--- src/rtl/sfr_pkg.sv ---
package sfr_pkg;

  // Result kinds
  localparam logic [1:0] KIND_DATA   = 2'd0;
  localparam logic [1:0] KIND_STRAY  = 2'd1;
  localparam logic [1:0] KIND_CODE   = 2'd2;
  localparam logic [1:0] KIND_NOSTOP = 2'd3;

  // Register indexes (word address)
  localparam logic [1:0] REG_START  = 2'd0;
  localparam logic [1:0] REG_STOP   = 2'd1;
  localparam logic [1:0] REG_ESCAPE = 2'd2;

  // Reset values of the framing codes
  localparam logic [7:0] START_RESET  = 8'h7E;
  localparam logic [7:0] STOP_RESET   = 8'h7B;
  localparam logic [7:0] ESCAPE_RESET = 8'h7D;

  typedef struct packed {
    logic [7:0] start_code;
    logic [7:0] stop_code;
    logic [7:0] escape_code;
  } codes_t;

  // Command passed from front to back
  typedef struct packed {
    logic       is_frame;   // emit the whole frame store
    logic [1:0] kind;       // error kind when not a frame
    logic [7:0] data_byte;  // offending byte
  } cmd_t;

endpackage

--- src/rtl/sfr_ram.sv ---
module sfr_ram #(
  parameter int WIDTH = 8,
  parameter int DEPTH = 8,
  parameter int AW    = (DEPTH > 1) ? $clog2(DEPTH) : 1
) (
  input  logic             clk,
  input  logic             we,
  input  logic [AW-1:0]    waddr,
  input  logic [WIDTH-1:0] wdata,
  input  logic             re,
  input  logic [AW-1:0]    raddr,
  output logic [WIDTH-1:0] rdata
);

  logic [WIDTH-1:0] mem [DEPTH];

  // One write port, one registered read port
  always_ff @(posedge clk) begin
    if (we) begin
      mem[waddr] <= wdata;
    end
    if (re) begin
      rdata <= mem[raddr];
    end
  end

endmodule

--- src/rtl/sfr_front.sv ---
module sfr_front #(
  parameter int FRAME_BYTES = 8,
  parameter int AW = (FRAME_BYTES > 1) ? $clog2(FRAME_BYTES) : 1,
  parameter int KW = $clog2(FRAME_BYTES + 1)
) (
  input  logic           clk,
  input  logic           rst,
  input  sfr_pkg::codes_t codes,
  input  logic           in_valid,
  output logic           in_ready,
  input  logic [7:0]     rx_byte,
  input  logic           frame_busy,
  input  logic           q_ready,
  output logic           q_push,
  output sfr_pkg::cmd_t  q_cmd,
  output logic           st_we,
  output logic [AW-1:0]  st_waddr,
  output logic [7:0]     st_wdata
);
  import sfr_pkg::*;

  logic          frame_open, frame_open_next;
  logic          escape_pending, escape_pending_next;
  logic [KW-1:0] position, position_next;
  logic          need_push, need_write, accept;

  // Classify the incoming byte
  always_comb begin
    frame_open_next     = frame_open;
    escape_pending_next = escape_pending;
    position_next       = position;
    need_push           = 1'b0;
    need_write          = 1'b0;
    q_cmd               = '{is_frame: 1'b0, kind: KIND_STRAY, data_byte: rx_byte};
    if (!frame_open) begin
      if (rx_byte == codes.start_code) begin
        frame_open_next     = 1'b1;
        position_next       = '0;
        escape_pending_next = 1'b0;
      end else begin
        need_push = 1'b1;
      end
    end else if (position == KW'(FRAME_BYTES)) begin
      // full frame: only the stop code closes it cleanly
      need_push = 1'b1;
      if (rx_byte == codes.stop_code) begin
        q_cmd.is_frame = 1'b1;
        q_cmd.kind     = KIND_DATA;
      end else begin
        q_cmd.kind = KIND_NOSTOP;
      end
      frame_open_next     = 1'b0;
      position_next       = '0;
      escape_pending_next = 1'b0;
    end else if (escape_pending) begin
      need_write          = 1'b1;
      position_next       = position + KW'(1);
      escape_pending_next = 1'b0;
    end else if (rx_byte == codes.escape_code) begin
      escape_pending_next = 1'b1;
    end else if (rx_byte == codes.start_code || rx_byte == codes.stop_code) begin
      need_push           = 1'b1;
      q_cmd.kind          = KIND_CODE;
      frame_open_next     = 1'b0;
      position_next       = '0;
      escape_pending_next = 1'b0;
    end else begin
      need_write    = 1'b1;
      position_next = position + KW'(1);
    end
  end

  // Hold off while the queue is full or the store is still being read out
  assign in_ready = (!need_push || q_ready) && (!need_write || !frame_busy);
  assign accept   = in_valid && in_ready;
  assign q_push   = accept && need_push;
  assign st_we    = accept && need_write;
  assign st_waddr = position[AW-1:0];
  assign st_wdata = rx_byte;

  always_ff @(posedge clk) begin
    if (rst) begin
      frame_open     <= 1'b0;
      escape_pending <= 1'b0;
      position       <= '0;
    end else if (accept) begin
      frame_open     <= frame_open_next;
      escape_pending <= escape_pending_next;
      position       <= position_next;
    end
  end

  a_pos_range: assert property (@(posedge clk) disable iff (rst)
    position <= KW'(FRAME_BYTES))
    else $error("frame position past frame length");

  a_idle_clean: assert property (@(posedge clk) disable iff (rst)
    !frame_open |-> (position == '0 && !escape_pending))
    else $error("idle with stale frame state");

  a_no_overwrite: assert property (@(posedge clk) disable iff (rst)
    frame_busy |-> !st_we)
    else $error("store written while frame is read out");

endmodule

--- src/rtl/sfr_queue.sv ---
module sfr_queue (
  input  logic          clk,
  input  logic          rst,
  input  logic          push,
  input  sfr_pkg::cmd_t push_cmd,
  output logic          push_ready,
  input  logic          pop,
  output logic          pop_valid,
  output sfr_pkg::cmd_t pop_cmd
);
  import sfr_pkg::*;

  cmd_t       entry [2];
  logic       wp, rp;
  logic [1:0] count;

  assign push_ready = (count != 2'd2);
  assign pop_valid  = (count != 2'd0);
  assign pop_cmd    = entry[rp];

  // Two-entry command queue
  always_ff @(posedge clk) begin
    if (push && push_ready) begin
      entry[wp] <= push_cmd;
    end
  end

  always_ff @(posedge clk) begin
    if (rst) begin
      wp    <= 1'b0;
      rp    <= 1'b0;
      count <= 2'd0;
    end else begin
      if (push && push_ready) begin
        wp <= ~wp;
      end
      if (pop && pop_valid) begin
        rp <= ~rp;
      end
      count <= count + 2'((push && push_ready) ? 1 : 0) - 2'((pop && pop_valid) ? 1 : 0);
    end
  end

endmodule

--- src/rtl/sfr_back.sv ---
module sfr_back #(
  parameter int FRAME_BYTES = 8,
  parameter int AW = (FRAME_BYTES > 1) ? $clog2(FRAME_BYTES) : 1,
  parameter int KW = $clog2(FRAME_BYTES + 1)
) (
  input  logic          clk,
  input  logic          rst,
  input  logic          q_valid,
  input  sfr_pkg::cmd_t q_cmd,
  output logic          q_pop,
  output logic          st_re,
  output logic [AW-1:0] st_raddr,
  input  logic [7:0]    st_rdata,
  output logic          frame_done,
  output logic          out_valid,
  input  logic          out_ready,
  output logic [1:0]    kind,
  output logic [7:0]    data_byte,
  output logic [2:0]    byte_index,
  output logic          last_of_run
);
  import sfr_pkg::*;

  localparam logic BK_IDLE  = 1'b0;
  localparam logic BK_FRAME = 1'b1;

  logic          state;
  logic [KW-1:0] k;       // next entry to read
  logic [AW-1:0] ri;      // entry held in read data
  logic          rd_has;
  logic          out_free, load_err, start_frame, load_data, issue, last_load;

  assign out_free    = !out_valid || out_ready;
  assign load_err    = (state == BK_IDLE) && q_valid && !q_cmd.is_frame && out_free;
  assign start_frame = (state == BK_IDLE) && q_valid && q_cmd.is_frame;
  assign q_pop       = load_err || start_frame;
  assign load_data   = (state == BK_FRAME) && rd_has && out_free;
  assign issue       = (state == BK_FRAME) && (k < KW'(FRAME_BYTES)) && (!rd_has || load_data);
  assign last_load   = load_data && (ri == AW'(FRAME_BYTES - 1));
  assign frame_done  = last_load;
  assign st_re       = issue;
  assign st_raddr    = k[AW-1:0];

  // Read sequencer
  always_ff @(posedge clk) begin
    if (rst) begin
      state  <= BK_IDLE;
      k      <= '0;
      rd_has <= 1'b0;
    end else begin
      unique case (state)
        BK_IDLE: begin
          if (start_frame) begin
            state  <= BK_FRAME;
            k      <= '0;
            rd_has <= 1'b0;
          end
        end
        BK_FRAME: begin
          if (issue) begin
            k      <= k + KW'(1);
            rd_has <= 1'b1;
          end else if (load_data) begin
            rd_has <= 1'b0;
          end
          if (last_load) begin
            state <= BK_IDLE;
          end
        end
        default: state <= BK_IDLE;
      endcase
    end
  end

  always_ff @(posedge clk) begin
    if (issue) begin
      ri <= k[AW-1:0];
    end
  end

  // Output register
  always_ff @(posedge clk) begin
    if (rst) begin
      out_valid <= 1'b0;
    end else if (load_err || load_data) begin
      out_valid <= 1'b1;
    end else if (out_ready) begin
      out_valid <= 1'b0;
    end
  end

  always_ff @(posedge clk) begin
    if (load_err) begin
      kind        <= q_cmd.kind;
      data_byte   <= q_cmd.data_byte;
      byte_index  <= 3'd0;
      last_of_run <= 1'b1;
    end else if (load_data) begin
      kind        <= KIND_DATA;
      data_byte   <= st_rdata;
      byte_index  <= 3'(ri);
      last_of_run <= last_load;
    end
  end

  a_idle_no_data: assert property (@(posedge clk) disable iff (rst)
    (state == BK_IDLE) |-> !rd_has)
    else $error("read data pending while idle");

  a_k_range: assert property (@(posedge clk) disable iff (rst)
    k <= KW'(FRAME_BYTES))
    else $error("read counter past frame length");

  a_last_idle: assert property (@(posedge clk) disable iff (rst)
    last_load |=> (state == BK_IDLE))
    else $error("sequencer did not return idle after last beat");

endmodule

--- src/rtl/stuffed_frame_receiver.sv ---
// Channel   Handshake             Payload
// config    psel/penable/pready   paddr, pwdata, prdata (3 code registers)
// input     in_valid/in_ready     rx_byte
// output    out_valid/out_ready   kind, data_byte, byte_index, last_of_run
//
// One input beat per cycle; an error result passes from its taken byte through a
// two-entry command queue to the output register. A good stop is queued; the back
// pops it, reads the first frame store entry and loads it into the output register.
// A good frame drains through the one read port of the frame store; data bytes of
// the next frame stall until the last entry is read. Input also stalls on a full
// queue; output stalls hold the output register.
// Synchronous reset restores the default codes and idles front and back.
module stuffed_frame_receiver #(
  parameter int FRAME_BYTES = 8
) (
  input  logic        clk,
  input  logic        rst,
  input  logic        psel,
  input  logic        penable,
  input  logic        pwrite,
  input  logic [3:0]  paddr,
  input  logic [31:0] pwdata,
  output logic [31:0] prdata,
  output logic        pready,
  input  logic        in_valid,
  output logic        in_ready,
  input  logic [7:0]  rx_byte,
  output logic        out_valid,
  input  logic        out_ready,
  output logic [1:0]  kind,
  output logic [7:0]  data_byte,
  output logic [2:0]  byte_index,
  output logic        last_of_run
);
  import sfr_pkg::*;

  localparam int AW = (FRAME_BYTES > 1) ? $clog2(FRAME_BYTES) : 1;
  localparam int KW = $clog2(FRAME_BYTES + 1);

  codes_t        codes;
  logic          cfg_wr;
  logic          frame_busy, frame_done;
  logic          q_push, q_ready, q_pop, q_valid;
  cmd_t          push_cmd, pop_cmd;
  logic          st_we, st_re;
  logic [AW-1:0] st_waddr, st_raddr;
  logic [7:0]    st_wdata, st_rdata;

  // Register port
  assign pready = 1'b1;
  assign cfg_wr = psel && penable && pwrite;

  always_ff @(posedge clk) begin
    if (rst) begin
      codes <= '{start_code: START_RESET, stop_code: STOP_RESET, escape_code: ESCAPE_RESET};
    end else if (cfg_wr) begin
      unique case (paddr[3:2])
        REG_START:  codes.start_code  <= pwdata[7:0];
        REG_STOP:   codes.stop_code   <= pwdata[7:0];
        REG_ESCAPE: codes.escape_code <= pwdata[7:0];
        default: ;
      endcase
    end
  end

  always_comb begin
    unique case (paddr[3:2])
      REG_START:  prdata = {24'd0, codes.start_code};
      REG_STOP:   prdata = {24'd0, codes.stop_code};
      REG_ESCAPE: prdata = {24'd0, codes.escape_code};
      default:    prdata = 32'd0;
    endcase
  end

  // Frame store is owned by the back while a frame is queued or draining
  always_ff @(posedge clk) begin
    if (rst) begin
      frame_busy <= 1'b0;
    end else if (q_push && push_cmd.is_frame) begin
      frame_busy <= 1'b1;
    end else if (frame_done) begin
      frame_busy <= 1'b0;
    end
  end

  sfr_front #(.FRAME_BYTES(FRAME_BYTES), .AW(AW), .KW(KW)) u_front (
    .clk        (clk),
    .rst        (rst),
    .codes      (codes),
    .in_valid   (in_valid),
    .in_ready   (in_ready),
    .rx_byte    (rx_byte),
    .frame_busy (frame_busy),
    .q_ready    (q_ready),
    .q_push     (q_push),
    .q_cmd      (push_cmd),
    .st_we      (st_we),
    .st_waddr   (st_waddr),
    .st_wdata   (st_wdata)
  );

  sfr_queue u_queue (
    .clk        (clk),
    .rst        (rst),
    .push       (q_push),
    .push_cmd   (push_cmd),
    .push_ready (q_ready),
    .pop        (q_pop),
    .pop_valid  (q_valid),
    .pop_cmd    (pop_cmd)
  );

  sfr_ram #(.WIDTH(8), .DEPTH(FRAME_BYTES), .AW(AW)) u_store (
    .clk   (clk),
    .we    (st_we),
    .waddr (st_waddr),
    .wdata (st_wdata),
    .re    (st_re),
    .raddr (st_raddr),
    .rdata (st_rdata)
  );

  sfr_back #(.FRAME_BYTES(FRAME_BYTES), .AW(AW), .KW(KW)) u_back (
    .clk         (clk),
    .rst         (rst),
    .q_valid     (q_valid),
    .q_cmd       (pop_cmd),
    .q_pop       (q_pop),
    .st_re       (st_re),
    .st_raddr    (st_raddr),
    .st_rdata    (st_rdata),
    .frame_done  (frame_done),
    .out_valid   (out_valid),
    .out_ready   (out_ready),
    .kind        (kind),
    .data_byte   (data_byte),
    .byte_index  (byte_index),
    .last_of_run (last_of_run)
  );

endmodule

--- config.mk ---
export PLATFORM = sky130hd
export DESIGN_NAME = stuffed_frame_receiver
export DESIGN_NICKNAME = d
export VERILOG_FILES = /design/src/rtl/sfr_pkg.sv /design/src/rtl/sfr_ram.sv /design/src/rtl/sfr_front.sv /design/src/rtl/sfr_queue.sv /design/src/rtl/sfr_back.sv /design/src/rtl/stuffed_frame_receiver.sv
export SDC_FILE = /design/constraint.sdc
export NUM_CORES = 1
export LEC_CHECK = 0
export ABC_AREA = 0
export BUFFER_PORTS_ARGS = -buffer_cell sky130_fd_sc_hd__buf_2
export CORE_MARGIN = 4
export CORE_UTILIZATION = 57
export DETAILED_ROUTE_END_ITERATION = 10
export PLACE_DENSITY_LB_ADDON = 0.1
export SKIP_CTS_REPAIR_TIMING = 1
export SLEW_MARGIN = 25
export SYNTH_ARGS = -nofsm -noshare
export SYNTH_HDL_FRONTEND = slang
export SYNTH_HIERARCHICAL = 1
export SYNTH_SLANG_ARGS = --single-unit
--- constraint.sdc ---
create_clock -name clk -period 3.4 [get_ports clk]
set_clock_uncertainty 0.15 [all_clocks]
set_input_delay 0.34 -clock clk [delete_from_list [all_inputs] [get_ports clk]]
set_output_delay 0.34 -clock clk [all_outputs]
set_load 0.02 [all_outputs]
### Word level (Yosys, flattened, before mapping)

Memory sizes are Yosys's and may differ from the RTL's. A register that Yosys moved wholly into a read port is not among the register bits.
Cells that the tools add are included.

| word-level totals | value |
|---|---|
| memories kept | 2 |
| memory bits (read-only) | 0 |
| bits in registers | 59 |
| input bits | 51 |
| output and inout port bits | 49 |
| bits in latches | 0 |
| memory bits (writable) | 86 |

Memory list:

| memory | depth | width | rd ports | clocked after memory_dff | wr ports | line | text |
|---|---|---|---|---|---|---|---|
| u_store.mem | 8 | 8 | 1 | 1 | 1 | sfr_ram.sv:15 | `logic [WIDTH-1:0] mem [DEPTH];` |
| u_queue.entry | 2 | 11 | 1 | 1 | 1 | sfr_queue.sv:13 | `cmd_t entry [2];` |

| operators by class | value |
|---|---|
| $lt $le $gt $ge | 1 |
| shift operators | 0 |
| divide/modulo/power cells | 0 |
| reductions and logical operators | 44 |
| equality and inequality tests | 12 |
| mux-type cells | 62 |
| add/subtract/negate cells | 4 |
| $mul | 0 |
| bitwise logic cells | 3 |

Operators with widths:

| cell | count |
|---|---|
| $mux 1 | 40 |
| $mux 4 | 8 |
| $eq 8x8->1 | 3 |
| $pmux 8 s3 | 1 |
| $logic_and 1x1->1 | 18 |
| $mux 8 | 2 |
| $mux 2 | 7 |
| $reduce_and 2->1 | 6 |
| $reduce_bool 2->1 | 5 |
| $add 4x1->4 const B | 2 |
| $pmux 4 s2 | 1 |
| $logic_or 1x1->1 | 7 |
| $logic_not 1->1 | 6 |
| $eq 4x4->1 const B | 1 |
| $lt 4x4->1 const B | 1 |
| $ne 2x2->1 const B | 2 |
| $ne 4x4->1 const B | 1 |
| $pmux 1 s2 | 2 |
| $eq 3x3->1 const B | 1 |
| $mux 3 | 1 |
| $ne 3x3->1 const B | 1 |
| $not 1->1 | 3 |
| $reduce_and 3->1 | 1 |
| $add 2x2->2 | 1 |
| other kinds (5) | 5 |

### Logic depth before layout (Yosys ltp)

| logic depth | value |
|---|---|
| depth after elaboration | 16 |
| mapped depth | 13 |

### Cells and area by module

Netlist, hierarchy kept.

By module, submodules not included:

| module | seq. area each (um^2) | area an instance (um^2) | cells each | instances |
|---|---|---|---|---|
| sfr_ram | 2162.1 | 2771.4 | 114 | 1 |
| stuffed_frame_receiver | 500.5 | 1362.6 | 153 | 1 |
| sfr_back | 610.6 | 1084.8 | 87 | 1 |
| sfr_queue | 760.7 | 1027.2 | 60 | 1 |
| sfr_front | 120.1 | 924.6 | 114 | 1 |

### Worst setup path before layout

Ideal clock, no wire load.

| path | value |
|---|---|
| path type | input port to flip-flop |
| start | input port rx_byte[3] |
| end | memory u_store.mem[0][0] (enable) |
| data required time | 2867 ps |
| stages on the path | 8 |
| setup slack | 642 ps |
| library setup time | 383 ps |
| arrival | 2224 ps |
| path through | xor2_1 -> nor4_4 -> nand3_1 -> and3_1 -> a21boi_4 -> and3_4 -> nand2b_1 -> nor3_1 |

| between the ends | value |
|---|---|
| word-level cells in the longest chain between the ends | 14 |

RTL lines:

| element | line | text |
|---|---|---|
| start, declared | stuffed_frame_receiver.sv:27 | `input logic [7:0] rx_byte,` |
| $eq 8x8->1 (on tied branches) | sfr_front.sv:36, sfr_front.sv:61 |  |
| $logic_or 1x1->1 | sfr_front.sv:61 | `end else if (rx_byte == codes.start_code \|\| rx_byte == codes.stop_code) begin` |
| $mux 1 | sfr_front.sv:61 |  |
| $mux 1 | sfr_front.sv:59 | `end else if (rx_byte == codes.escape_code) begin` |
| $mux 1 | sfr_front.sv:55 | `end else if (escape_pending) begin` |
| $mux 1 | sfr_front.sv:43 | `end else if (position == KW'(FRAME_BYTES)) begin` |
| $mux 1 | sfr_front.sv:35 | `if (!frame_open) begin` |
| $logic_not 1->1 | sfr_front.sv:74 | `assign in_ready = (!need_push \|\| q_ready) && (!need_write \|\| !frame_busy);` |
| $logic_or 1x1->1 | sfr_front.sv:74 |  |
| $logic_and 1x1->1 | sfr_front.sv:74 |  |
| $logic_and 1x1->1 | sfr_front.sv:75 | `assign accept = in_valid && in_ready;` |
| $logic_and 1x1->1 * | sfr_front.sv:77 | `assign st_we = accept && need_write;` |
| net st_we | stuffed_frame_receiver.sv:45 | `logic st_we, st_re;` |
| $mux 1 * | sfr_ram.sv:19 | `if (we) begin` |
| $mux 1 (implied by the code) * | sfr_ram.sv:20 | `mem[waddr] <= wdata;` |
| end, declared | sfr_ram.sv:15 |  |

Mark *: on every way through the listed nets, which the timed path passes. The rest lies on a longest branch.

### Worst setup path in the final report

| path | value |
|---|---|
| start | register u_front.position[0] |
| end | register u_queue.count[1] |

| between the ends | value |
|---|---|
| word-level cells in the longest chain between the ends | 12 |

RTL lines:

| element | line | text |
|---|---|---|
| start, declared | sfr_front.sv:24 | `logic [KW-1:0] position, position_next;` |
| start signal, assigned | sfr_front.sv:89 | `position <= position_next;` |
| $eq 4x4->1 * | sfr_front.sv:43 |  |
| $mux 1 | sfr_front.sv:43 |  |
| $mux 1 | sfr_front.sv:35 |  |
| $logic_not 1->1 | sfr_front.sv:74 |  |
| $logic_or 1x1->1 | sfr_front.sv:74 |  |
| $logic_and 1x1->1 | sfr_front.sv:74 |  |
| $logic_and 1x1->1 | sfr_front.sv:75 |  |
| $logic_and 1x1->1 * | sfr_front.sv:76 | `assign q_push = accept && need_push;` |
| net q_push | stuffed_frame_receiver.sv:43 | `logic q_push, q_ready, q_pop, q_valid;` |
| $logic_and 1x1->1 * | sfr_queue.sv:40 | `count <= count + 2'((push && push_ready) ? 1 : 0) - 2'((pop && pop_valid) ? 1 : 0);` |
| $mux 1 * | sfr_queue.sv:40 |  |
| $add 2x2->2 * | sfr_queue.sv:40 |  |
| $sub 2x2->2 * | sfr_queue.sv:40 |  |
| end signal, assigned | sfr_queue.sv:40 |  |
| end, declared | sfr_queue.sv:15 | `logic [1:0] count;` |

Marks and branches as above.
A chain may end at the register's enable or synchronous reset.

==> run metrics <==
Rows 40; Critical path buffers and inverters 1; Ant. Diodes 0; min-delay worst type primary input to flip-flop; vias in the first global route ~4,000; EDFF count, synth 107; Critical Path Slowest Stage Cell dfxtp_1; worst skew pair latency roughly 0.42 ns; Slew @ Worst Pin ~0.87 ns; initial antenna violation count 0; drt pass-1 iters 4; die width roughly 120 µm; CTS Buffer Depth 2; outcome completed; count of final hold-check violations 0; Starting Density 0.590; gr usage total 0.194; beginning of the worst hold path pwdata[1]; Async SR Flop Fraction 0; synthesized area just over 7000 µm²; layout cell share with drive strength beyond 1 0.235; Synth area leader edfxtp_1; Final setup viols 0; first-pass GRT wire length roughly 21,000 µm; number of max-cap violations 0; crit path time final 2.77 ns; FF-to-FF setup slack 0.63 ns; area grow syn2layout 10.6%; count of warnings emitted by yosys 6; Die Span Y roughly 120 µm; ANT nets after route 0; period utilisation layout 0.814; CTS tree yes; crit path capture type flip-flop; Syn Inst Count about 530; post-layout net count around 630; Post-Place Cells between 700 and 800; setup TNS 0 ns; root buffer cell clkbuf_16; GRT Residual Overflow 0; sequential area share after synthesis 0.579; fmax 361 MHz; DP Area roughly 7400 µm²; hpwl dp around 8900 µm; Critical Path RT about 3.5 ns; non-filler cells, final between 700 and 800; ranking of synthesized cells by area edfxtp_1 (45%), dfxtp_1 (13%), mux4_1 (5.5%), buf_4 (5.1%), mux2i_1 (4.6%); post-place setup slack approximately 0.43 ns; top_reg_cell synth edfxtp_1; average cell area after synthesis ~14 µm²; Leakage Power ~0.0028 µW; CP cell instances inv_1 > ha_1 > nand2_1 > nor2_1 > nor2_1 > and3_1 > nand2_1 > and4b_1 > and2_4 > ha_1 > xor2_1 > xnor2_1 > nor2_1; IO Pins 100; worst r2r dst u_queue/count[1]; unrepaired setup endpoints after global routing no; Yosys top cell area share 0.448; gpl congestion 0.879; P per Cell Area 653 nW/µm²; Slew Viols, Final 0; Design Area, Final 7930 µm²; drt drc 0; Relative slew margins 0.421; FF+latch count, synth 154; Worst path top cell family by delay simple AND/OR/NAND/NOR gates; crit path kind flip-flop to flip-flop; FF-to-FF Start u_front/position[0]; largest net degree at the start of global routing 45; CP max FO 9; I/O Buffers 48; Num CTS Buffers 17; Die ar. 14,400 µm²; Worst Hold Path Cells 3; most frequent CP cell nor2_1; core area 12,200 µm²; Final WS setup 0.633 ns; total wire length 13,400 µm; Reg clk slew, reported paths about 0.06 ns; Via Count 4,038; vias per cell approximately 5.4; Sinks on Clock Net 154; max incr delay on CP roughly 0.47 ns; Wirelength per Cell roughly 18 µm; R2R cell count 13; synth unique cells 63; VDD IR max ~0.40 mV; 1st-iter DRT viols 323; H-tree lvl count 4; startpoint types flip-flop; Worst Hold End codes[1]; Crit path arrival time 2.89 ns
[cells in the final DEF (no fill, tap or decap), types with 2 or more instances in the layout]
master / n
edfxtp_1: 107
buf_2: 48
dfxtp_1: 47
nor2_1: 44
mux2i_1: 33
conb_1: 25
mux2_2: 23
nand2_1: 20
o21ai_0: 20
nand2b_1: 19
xnor2_1: 19
clkbuf_16: 17
buf_4: 17
mux4_1: 15
a21oi_1: 10
nand3_1: 10
inv_1: 10
xor2_1: 9
nand4_1: 8
clkbuf_1: 6
mux2_4: 5
nand3b_1: 5
ha_1: 5
nor3_1: 4
and3_1: 4
nor2b_1: 3
clkinv_2: 3
and2_1: 3
nor3_4: 2
bufinv_16: 2
clkinv_4: 2
a31o_2: 2
o22ai_1: 2
a31oi_1: 2
nor4_4: 2
o21a_1: 2
[worst register-to-register path, cell delays in order (launching register included)]
cell and delay (ns):
dfxtp_1 0.47, inv_1 0.11, ha_1 0.23, nand2_1 0.07, nor2_1 0.05, nor2_1 0.17, and3_1 0.27, nand2_1 0.13
and4b_1 0.30, and2_4 0.16, ha_1 0.19, xor2_1 0.16, xnor2_1 0.13, nor2_1 0.05
[final cells by class]
| cell class | count | area, µm² |
|---|---|---|
| inverters | 10 | 37.5 |
| multi-input cells | 323 | 2600 |
| clock buffers | 24 | 462 |
| repair buffers | 65 | 368 |
| clock inverters | 8 | 100 |
| fillers | 953 | 4230 |
| flip-flops and latches | 154 | 4150 |
| well taps | 168 | 210 |
[sequential cells by signal (all words and copies together) (netlist names), 4 cells and up, named ones only]
name,flops
u_store/rdata,8
codes,24
u_back/k,4
u_back/data_byte,8
u_queue/entry,22
u_front/position,4
u_store/mem,64
[kinds of logic after synthesis]
family	after synthesis	synth area share
buffers and inverters	74	0.0705
and+or+nand+nor	139	0.110
adders and majority gates	5	0.00872
muxes	77	0.151
other	2	0.00105
xor gates and xnor gates	28	0.0342
DFF	154	0.579
AOI/OAI and AO/OA	49	0.0452
[Yosys cell counts, types with 3 or more instances]
| library cell | instances |
|---|---|
| edfxtp_1 | 107 |
| buf_4 | 49 |
| dfxtp_1 | 47 |
| nor2_1 | 44 |
| mux2i_1 | 33 |
| mux2_2 | 23 |
| nand2_1 | 20 |
| o21ai_0 | 20 |
| nand2b_1 | 19 |
| xnor2_1 | 19 |
| mux4_1 | 15 |
| a21oi_1 | 10 |
| inv_1 | 10 |
| nand3_1 | 10 |
| xor2_1 | 9 |
| nand4_1 | 8 |
| clkbuf_1 | 6 |
| ha_1 | 5 |
| mux2_4 | 5 |
| nand3b_1 | 5 |
| and3_1 | 4 |
| nor3_1 | 4 |
| and2_1 | 3 |
| buf_2 | 3 |
| buf_6 | 3 |
| nor2b_1 | 3 |
[stage by stage]
stage                util  hold WS, ns  power, µW
floorplan               -        0.259       3210
global placement    0.606        0.294       3400
detailed placement  0.606        0.332       3430
CTS                 0.652       0.0305       5240
global route        0.652       0.0471       5410
finish              0.652       0.0441       5170
[per-layer routing]
layer  vias to the layer above  wire length [µm]  GRT usage
met5                         -                 0          0
met4                         0               169     0.0759
met3                        14               728     0.0490
met2                        97              6680      0.320
met1                      1971              5800      0.247
li1                       1956                 -          -
[worst max path at each step]
stage	from	depth (start not counted)	to	slack (ns)
finish	u_front/position[0]	13	u_queue/count[1]	0.63
global route	u_front/position[0]	13	u_queue/count[1]	0.43
CTS	u_front/position[0]	13	u_queue/count[1]	0.61
detailed placement	rx_byte[4]	10	u_store/mem[0][6]	0.43
global placement	rx_byte[7]	10	u_queue/entry[0][5]	0.50
floorplan	rx_byte[3]	8	u_store/mem[0][0]	0.64
[power by group]
part	total, µW	switching, µW	internal, µW
sequential	2320	73.2	2250
clock	1790	695	1100
combinational	1060	595	466
total	5170	1360	3810
Note: power is estimated with default switching activity, not from simulation.
